## src/rtl/qrs_pkg.sv

```systemverilog
// Shared types and constants for the quadratic retry scheduler.
`default_nettype none

package qrs_pkg;

    // Field widths.
    localparam int TIME_W  = 32;
    localparam int ROOT_W  = 16;
    localparam int SKIP_W  = 8;
    localparam int STEP_W  = 17;
    localparam int RETRY_W = 34;
    localparam int CFG_IDX_W = 1;

    // Configuration register indexes.
    localparam logic [CFG_IDX_W-1:0] CFG_SKIP_OFFSET  = 1'b0;
    localparam logic [CFG_IDX_W-1:0] CFG_MAX_LIFETIME = 1'b1;

    // Register values after reset.
    localparam logic [SKIP_W-1:0] SKIP_RESET     = 8'd6;
    localparam logic [TIME_W-1:0] LIFETIME_RESET = 32'd604800;

    // Item as it moves through the root stages.
    typedef struct packed {
        logic [ROOT_W-1:0] root;
        logic [TIME_W-1:0] rem;
        logic [TIME_W-1:0] birth;
        logic              expired;
    } t_root_bus;

    // Finished item.
    typedef struct packed {
        logic [RETRY_W-1:0] retry_time;
        logic [STEP_W-1:0]  retry_step;
        logic               expired;
        logic [TIME_W-1:0]  birth;
    } t_sched_out;

endpackage

`default_nettype wire

```

## src/rtl/qrs_root_stage.sv

```systemverilog
// One registered step of the restoring bit-by-bit square root.
`default_nettype none

module qrs_root_stage #(
    parameter int BIT = 15
) (
    input  wire                 i_clk,
    input  wire                 i_rst_n,
    input  wire                 i_valid,
    input  qrs_pkg::t_root_bus  i_bus,
    output logic                o_ready,
    output logic                o_valid,
    output qrs_pkg::t_root_bus  o_bus,
    input  wire                 i_ready
);

    // Bits at or above the root width can never be set for a 32-bit age.
    localparam logic ACTIVE = (BIT < qrs_pkg::ROOT_W);
    localparam logic [33:0] LOW_TERM = ACTIVE ? (34'd1 << (2 * BIT)) : 34'd0;
    localparam logic [qrs_pkg::ROOT_W-1:0] ROOT_MASK =
        ACTIVE ? (16'd1 << BIT) : 16'd0;

    logic               r_valid;
    qrs_pkg::t_root_bus r_bus;
    qrs_pkg::t_root_bus n_bus;
    logic [33:0]        w_trial;
    logic               w_take;

    // The stage loads when empty or when its result moves on.
    assign o_ready = !r_valid || i_ready;

    // Trial term is twice the partial root shifted in, plus the new bit squared.
    always_comb begin
        w_trial = (34'(i_bus.root) << (BIT + 1)) + LOW_TERM;
        w_take  = ACTIVE && (w_trial <= {2'b00, i_bus.rem});
        n_bus   = i_bus;
        if (w_take) begin
            n_bus.root = i_bus.root | ROOT_MASK;
            n_bus.rem  = i_bus.rem - w_trial[qrs_pkg::TIME_W-1:0];
        end
    end

    // Valid bit.
    always_ff @(posedge i_clk) begin
        if (!i_rst_n) begin
            r_valid <= 1'b0;
        end else if (o_ready) begin
            r_valid <= i_valid;
        end
    end

    // Payload.
    always_ff @(posedge i_clk) begin
        if (o_ready && i_valid) begin
            r_bus <= n_bus;
        end
    end

    assign o_valid = r_valid;
    assign o_bus   = r_bus;

endmodule

`default_nettype wire

```

## src/rtl/qrs_square.sv

```systemverilog
// Offset add, squaring and retry time sum, three register stages.
`default_nettype none

module qrs_square (
    input  wire                                 i_clk,
    input  wire                                 i_rst_n,
    input  wire [qrs_pkg::SKIP_W-1:0]           i_skip,
    input  wire                                 i_valid,
    input  qrs_pkg::t_root_bus                  i_bus,
    output logic                                o_ready,
    output logic                                o_valid,
    output qrs_pkg::t_sched_out                 o_res,
    input  wire                                 i_ready
);

    logic r_v1;
    logic r_v2;
    logic r_v3;
    logic w_en1;
    logic w_en2;
    logic w_en3;

    logic [qrs_pkg::STEP_W-1:0]  r1_step;
    logic [qrs_pkg::TIME_W-1:0]  r1_birth;
    logic                        r1_expired;
    logic [qrs_pkg::STEP_W-1:0]  r2_step;
    logic [qrs_pkg::RETRY_W-1:0] r2_sq;
    logic [qrs_pkg::TIME_W-1:0]  r2_birth;
    logic                        r2_expired;
    qrs_pkg::t_sched_out         r3_res;

    // Each stage loads when empty or when its contents move on.
    assign w_en3   = !r_v3 || i_ready;
    assign w_en2   = !r_v2 || w_en3;
    assign w_en1   = !r_v1 || w_en2;
    assign o_ready = w_en1;

    // Valid bits.
    always_ff @(posedge i_clk) begin
        if (!i_rst_n) begin
            r_v1 <= 1'b0;
            r_v2 <= 1'b0;
            r_v3 <= 1'b0;
        end else begin
            if (w_en1) r_v1 <= i_valid;
            if (w_en2) r_v2 <= r_v1;
            if (w_en3) r_v3 <= r_v2;
        end
    end

    // Stage one adds the skip offset to the root.
    always_ff @(posedge i_clk) begin
        if (w_en1 && i_valid) begin
            r1_step    <= {1'b0, i_bus.root} + {9'd0, i_skip};
            r1_birth   <= i_bus.birth;
            r1_expired <= i_bus.expired;
        end
    end

    // Stage two squares the step.
    always_ff @(posedge i_clk) begin
        if (w_en2 && r_v1) begin
            r2_sq      <= 34'(r1_step) * 34'(r1_step);
            r2_step    <= r1_step;
            r2_birth   <= r1_birth;
            r2_expired <= r1_expired;
        end
    end

    // Stage three adds the birth time and holds the result.
    always_ff @(posedge i_clk) begin
        if (w_en3 && r_v2) begin
            r3_res.retry_time <= {2'b00, r2_birth} + r2_sq;
            r3_res.retry_step <= r2_step;
            r3_res.expired    <= r2_expired;
            r3_res.birth      <= r2_birth;
        end
    end

    assign o_valid = r_v3;
    assign o_res   = r3_res;

endmodule

`default_nettype wire

```

## src/rtl/quadratic_retry_scheduler.sv

```systemverilog
// Top level of the quadratic retry scheduler pipeline.
//
//  Channel | Direction | Handshake          | Payload
//  --------+-----------+--------------------+---------------------------------------
//  input   | in        | i_valid / o_stall  | i_now_time, i_birth_time
//  result  | out       | o_valid / i_stall  | o_retry_time, o_retry_step, o_expired,
//          |           |                    | o_birth_echo
//  config  | in        | i_cfg_we           | i_cfg_idx, i_cfg_wdata
//
// One item per cycle while i_stall is low; the stages are one input stage, one stage per
// root bit, then offset add, square and retry sum stages.
// Reset clears every valid bit and loads skip_offset 6 and max_lifetime 604800.
// Each stage loads when empty or when it empties, so bubbles close up while the
// output is held; o_stall rises only when every stage is full and i_stall is high.
`default_nettype none

module quadratic_retry_scheduler #(
    parameter int ROOT_BITS = 16
) (
    input  wire                                 i_clk,
    input  wire                                 i_rst_n,
    // Input channel.
    input  wire                                 i_valid,
    output logic                                o_stall,
    input  wire [qrs_pkg::TIME_W-1:0]           i_now_time,
    input  wire [qrs_pkg::TIME_W-1:0]           i_birth_time,
    // Result channel.
    output logic                                o_valid,
    input  wire                                 i_stall,
    output logic [qrs_pkg::RETRY_W-1:0]         o_retry_time,
    output logic [qrs_pkg::STEP_W-1:0]          o_retry_step,
    output logic                                o_expired,
    output logic [qrs_pkg::TIME_W-1:0]          o_birth_echo,
    // Configuration port.
    input  wire                                 i_cfg_we,
    input  wire [qrs_pkg::CFG_IDX_W-1:0]        i_cfg_idx,
    input  wire [qrs_pkg::TIME_W-1:0]           i_cfg_wdata
);

    logic [qrs_pkg::SKIP_W-1:0] r_skip_offset;
    logic [qrs_pkg::TIME_W-1:0] r_max_lifetime;

    logic                r_v0;
    qrs_pkg::t_root_bus  r_bus0;
    qrs_pkg::t_root_bus  n_bus0;
    logic                w_en0;

    logic                w_valid [0:ROOT_BITS];
    qrs_pkg::t_root_bus  w_bus   [0:ROOT_BITS];
    logic                w_ready [0:ROOT_BITS];
    qrs_pkg::t_sched_out w_res;

    // Configuration registers.
    always_ff @(posedge i_clk) begin
        if (!i_rst_n) begin
            r_skip_offset  <= qrs_pkg::SKIP_RESET;
            r_max_lifetime <= qrs_pkg::LIFETIME_RESET;
        end else if (i_cfg_we) begin
            case (i_cfg_idx)
                qrs_pkg::CFG_SKIP_OFFSET: begin
                    r_skip_offset <= i_cfg_wdata[qrs_pkg::SKIP_W-1:0];
                end
                qrs_pkg::CFG_MAX_LIFETIME: begin
                    r_max_lifetime <= i_cfg_wdata;
                end
                default: begin
                end
            endcase
        end
    end

    // Input stage: age, with a birth in the future taken as age zero, and the expiry test.
    always_comb begin
        n_bus0.root    = '0;
        n_bus0.birth   = i_birth_time;
        n_bus0.rem     = (i_birth_time > i_now_time) ? '0 : (i_now_time - i_birth_time);
        n_bus0.expired = {1'b0, i_now_time} >
                         ({1'b0, i_birth_time} + {1'b0, r_max_lifetime});
    end

    assign w_en0   = !r_v0 || w_ready[0];
    assign o_stall = !w_en0;

    always_ff @(posedge i_clk) begin
        if (!i_rst_n) begin
            r_v0 <= 1'b0;
        end else if (w_en0) begin
            r_v0 <= i_valid;
        end
    end

    always_ff @(posedge i_clk) begin
        if (w_en0 && i_valid) begin
            r_bus0 <= n_bus0;
        end
    end

    assign w_valid[0] = r_v0;
    assign w_bus[0]   = r_bus0;

    // One root stage per bit, most significant first.
    for (genvar k = 0; k < ROOT_BITS; k++) begin : g_root
        qrs_root_stage #(
            .BIT (ROOT_BITS - 1 - k)
        ) u_stage (
            .i_clk   (i_clk),
            .i_rst_n (i_rst_n),
            .i_valid (w_valid[k]),
            .i_bus   (w_bus[k]),
            .o_ready (w_ready[k]),
            .o_valid (w_valid[k+1]),
            .o_bus   (w_bus[k+1]),
            .i_ready (w_ready[k+1])
        );
    end

    // Offset, square and retry time.
    qrs_square u_square (
        .i_clk   (i_clk),
        .i_rst_n (i_rst_n),
        .i_skip  (r_skip_offset),
        .i_valid (w_valid[ROOT_BITS]),
        .i_bus   (w_bus[ROOT_BITS]),
        .o_ready (w_ready[ROOT_BITS]),
        .o_valid (o_valid),
        .o_res   (w_res),
        .i_ready (!i_stall)
    );

    assign o_retry_time = w_res.retry_time;
    assign o_retry_step = w_res.retry_step;
    assign o_expired    = w_res.expired;
    assign o_birth_echo = w_res.birth;

    // Back pressure reaches the input only when a held result stalls a full pipeline.
    a_stall_source: assert property (@(posedge i_clk) disable iff (!i_rst_n)
        o_stall |-> (o_valid && i_stall))
        else $error("input stalled while the result side is free");

    // The square is never negative and the sum cannot wrap.
    a_retry_after_birth: assert property (@(posedge i_clk) disable iff (!i_rst_n)
        o_valid |-> (o_retry_time >= {2'b00, o_birth_echo}))
        else $error("retry time lies before birth time");

    // The step stays within the largest root plus the largest offset.
    a_step_range: assert property (@(posedge i_clk) disable iff (!i_rst_n)
        o_valid |-> (o_retry_step <= 17'd65790))
        else $error("retry step out of range");

endmodule

`default_nettype wire

```

## config.mk

```make
export PLATFORM = sky130hd
export DESIGN_NAME = quadratic_retry_scheduler
export DESIGN_NICKNAME = d
export VERILOG_FILES = /design/src/rtl/qrs_pkg.sv /design/src/rtl/qrs_root_stage.sv /design/src/rtl/qrs_square.sv /design/src/rtl/quadratic_retry_scheduler.sv
export SDC_FILE = /design/constraint.sdc
export NUM_CORES = 2
export LEC_CHECK = 0
export ABC_AREA = 1
export BUFFER_PORTS_ARGS = -buffer_cell sky130_fd_sc_hd__buf_4
export CAP_MARGIN = 25
export CORE_ASPECT_RATIO = 0.75
export CORE_MARGIN = 4
export CORE_UTILIZATION = 30
export DETAILED_ROUTE_END_ITERATION = 6
export GPL_TIMING_DRIVEN = 0
export SLEW_MARGIN = 20
export SYNTH_ARGS = -nofsm -noshare
export SYNTH_HDL_FRONTEND = slang
export SYNTH_SLANG_ARGS = --single-unit
```

## constraint.sdc

```tcl
create_clock -name i_clk -period 15.3 [get_ports i_clk]
set_clock_uncertainty 0.05 [all_clocks]
set_input_delay 2.295 -clock i_clk [delete_from_list [all_inputs] [get_ports i_clk]]
set_output_delay 2.295 -clock i_clk [all_outputs]
set_load 0.005 [all_outputs]
```

==> results.toml <==
[floorplanning]
die-area_um2 = 259900
start_util = 0.3015
io_pins = 188
coreArea_um2 = 250500
rows = 159
die_h_um = 442.5
chipWidth_um = 587.3

[final_layout]
synthToLayoutAreaGrowth_pct = 15.30
final_cell_mix = "edfxtp_1, inv_1, nand2_1, ha_1, nor2_1"
multi_input_area_um2 = 27090
layout.nets = 7706
final-seq-area_um2 = 43990
drive_gt1_frac = 0.08932
layout_commonest_cell = "edfxtp_1"
nFillCells = 24517

[detailed_routing]
dr.pass1.iters = 6
vias_per_cell = 4.652
drcViolationCount = 0
ant_nets = 0
vias = 47911
wl_um = 190700
drt_iter0_drc = 4087
wire_per_inst_um = 18.51

[pwr]
power_mw = 8.556
vdd_drop_max_mv = 0.08599
power_frac_comb = 0.043
leakage_nw = 34.72
switching_share = 0.2098
power.internal_mw = 6.761
switching_power_mw = 1.795
p_clk_frac = 0.430
power_frac_seq = 0.527
power_density_nw_per_um2 = 98.27

[logic_synthesis]
synthDominantCellAreaShare = 0.5667
syn_avg_cell_area_um2 = 11.59
synth_nets = 7324
ys.flop_type = "edfxtp_1"
synth_warnings = 0
synth_top_area_cell = "edfxtp_1"
synthCells = 6512
synth_area_leaders = "edfxtp_1, ha_1, inv_1, fa_1, nand2_1"
mappedNetlistArea_um2 = 75500
synthArstFlopShare = 0
synth-seq-cells = 1485
yosysSeqAreaShare = 0.5826
synth_edf_count = 1425
post_synth_num_cell_types = 76

[worst_setup_path]
cp.required_ns = 15.76
worst-r2r-cell-count = 25
crit_arrival_ns = 7.91
slowest_stage = "clkbuf_1"
cp_max_fo = 10
r2r-start = "u_square.r1_step[9]$_DFFE_PP_"
start_kind = "flip-flop"
worstSetupPathType = "flip-flop to flip-flop"
end_kind = "flip-flop"
slowest_delay_ns = 0.63
cp-startpoint = "u_square.r1_step[9]$_DFFE_PP_"

[global_routing]
grt_max_degree = 70
grt_usage = 0.1437
global_route.overflow_total = 0
antenna_found_initial = 5
grt_pass1_vias = 46988
grt_pass1_wl_um = 290700

[clock_tree]
htree_levels = 4
cts_tree = "done"
numClockSinks = 1485
cts_buffers = 153
cts-root-buf = "clkbuf_16"
cts.repair.resized = 0
clk_latency_ns = 0.79
cts_hold_buf = 0
cts_buffer_depth = 4
clk_pin_slew_ns = 0.07
post_cts_buffers = 0

[timing]
period_needed_ns = 7.448
fin_hold_ws_ns = 0.3160
fin_crit_sh = 0.4868
finalSetupViolCount = 0
maxSlewHeadroom = 0.2987
worst_pin_slew_ns = 1.042
totalNegativeSetupSlack_ns = 0
layout_setup_ws_ns = 7.852
grt_setup_unrepaired = "false"
timing.fmax_mhz = 134.3
hold_violations = 0
drv_slew = 0

[run]
maxCapViolations = 0

[min_path]
min_from = "g_root[13].u_stage.o_bus[3]$_DFFE_PP_"
hold_depth = 0
hold_path_class = "flip-flop to flip-flop"

[placement]
place_congestion = 0.9238
pre_cts_ws_ns = 7.901
place_hpwl_um = 153700
port_buffers = 187

[outcome]
run_status = "completed"
## routing by layer
metal / global-route usage / part of all wire
met5: 0 / 0
met4: 0.02440 / 0.014
met3: 0.02610 / 0.064
met2: 0.2001 / 0.40
met1: 0.2310 / 0.52
## cell type report
type,count,share of cell area
Antenna cell,2,0.00005749
Sequential cell,1485,0.5053
Tap cell,3300,0.04743
Inverter,1098,0.04763
Clock inverter,79,0.009816
Timing Repair Buffer,227,0.02774
Buffer,79,0.004714
Multi-Input combinational cell,3850,0.3111
Clock buffer,179,0.04618
## power by group through the flow
stage	registers [mW]	logic [mW]	clock network, mW
after floorplan	4.58	0.228	0
after global placement	4.60	0.346	0
after detailed placement	4.60	0.357	0
after CTS	4.51	0.360	3.79
after global routing	4.51	0.404	3.98
final	4.51	0.366	3.68
## cell families after synthesis
logic type | after synthesis | share of synthesized area
buffers and inverters | 1177 | 0.06002
AOI/OAI and AO/OA | 990 | 0.07653
adders and majority gates | 710 | 0.1370
xor gates and xnor gates | 330 | 0.03828
muxes | 4 | 0.0005469
DFF | 1485 | 0.5826
and+or+nand+nor | 1816 | 0.1049
## flip-flops by register name, indices dropped and copies added, names as in the netlist
signal and flops:
g_root.u_stage.o_valid 16, u_square.r_v2 1, u_square.r1_expired 1, u_square.r1_birth 32, u_square.r1_step 17, r_skip_offset 8, u_square.r2_step 16, u_square.o_valid 1
r_bus0 65, r_v0 1, u_square.r_v1 1, u_square.r2_sq 33, u_square.r2_birth 32, r_max_lifetime 32, g_root.u_stage.o_bus 1144, u_square.r2_expired 1
u_square.o_res 84
## cell usage after synthesis (all sizes together), types with 60 or more instances
library cell / number
fa: 195
nand3: 143
nor3: 80
nand2: 860
nor4: 84
edfxtp: 1425
dfxtp: 60
ha: 515
a21oi: 428
inv: 1098
nor2: 499
xnor2: 156
xor2: 174
nand4: 85
o21ai: 367
## worst paths after layout
check / endpoint / slack, ns
setup reg to reg: u_square.r2_sq[30]$_DFFE_PP_ / 7.85
setup / recovery: u_square.r2_sq[30]$_DFFE_PP_ / 7.85
hold reg to reg: g_root[14].u_stage.o_bus[3]$_DFFE_PP_ / 0.32
hold / removal: g_root[14].u_stage.o_bus[3]$_DFFE_PP_ / 0.32
## critical path, delay by kind of cell, from the launching register on
kind,cells,cell delay (ns)
and+or+nand+nor,7,0.87
xor gates and xnor gates,1,0.16
DFF,1,0.51
buffers and inverters,8,1.62
AOI/OAI and AO/OA,2,0.43
adders and majority gates,7,3.57
## metrics by stage
step | std cells | instance area, um^2 | util
final | 10299 | 87060 | 0.3476
after CTS | 10297 | 87050 | 0.3476
after global routing | 10298 | 87060 | 0.3476
after floorplan | 6512 | 75500 | -
after global placement | 9999 | 81040 | 0.3235
after detailed placement | 10039 | 82180 | 0.3281
Note: power is estimated with default switching activity, not from simulation.
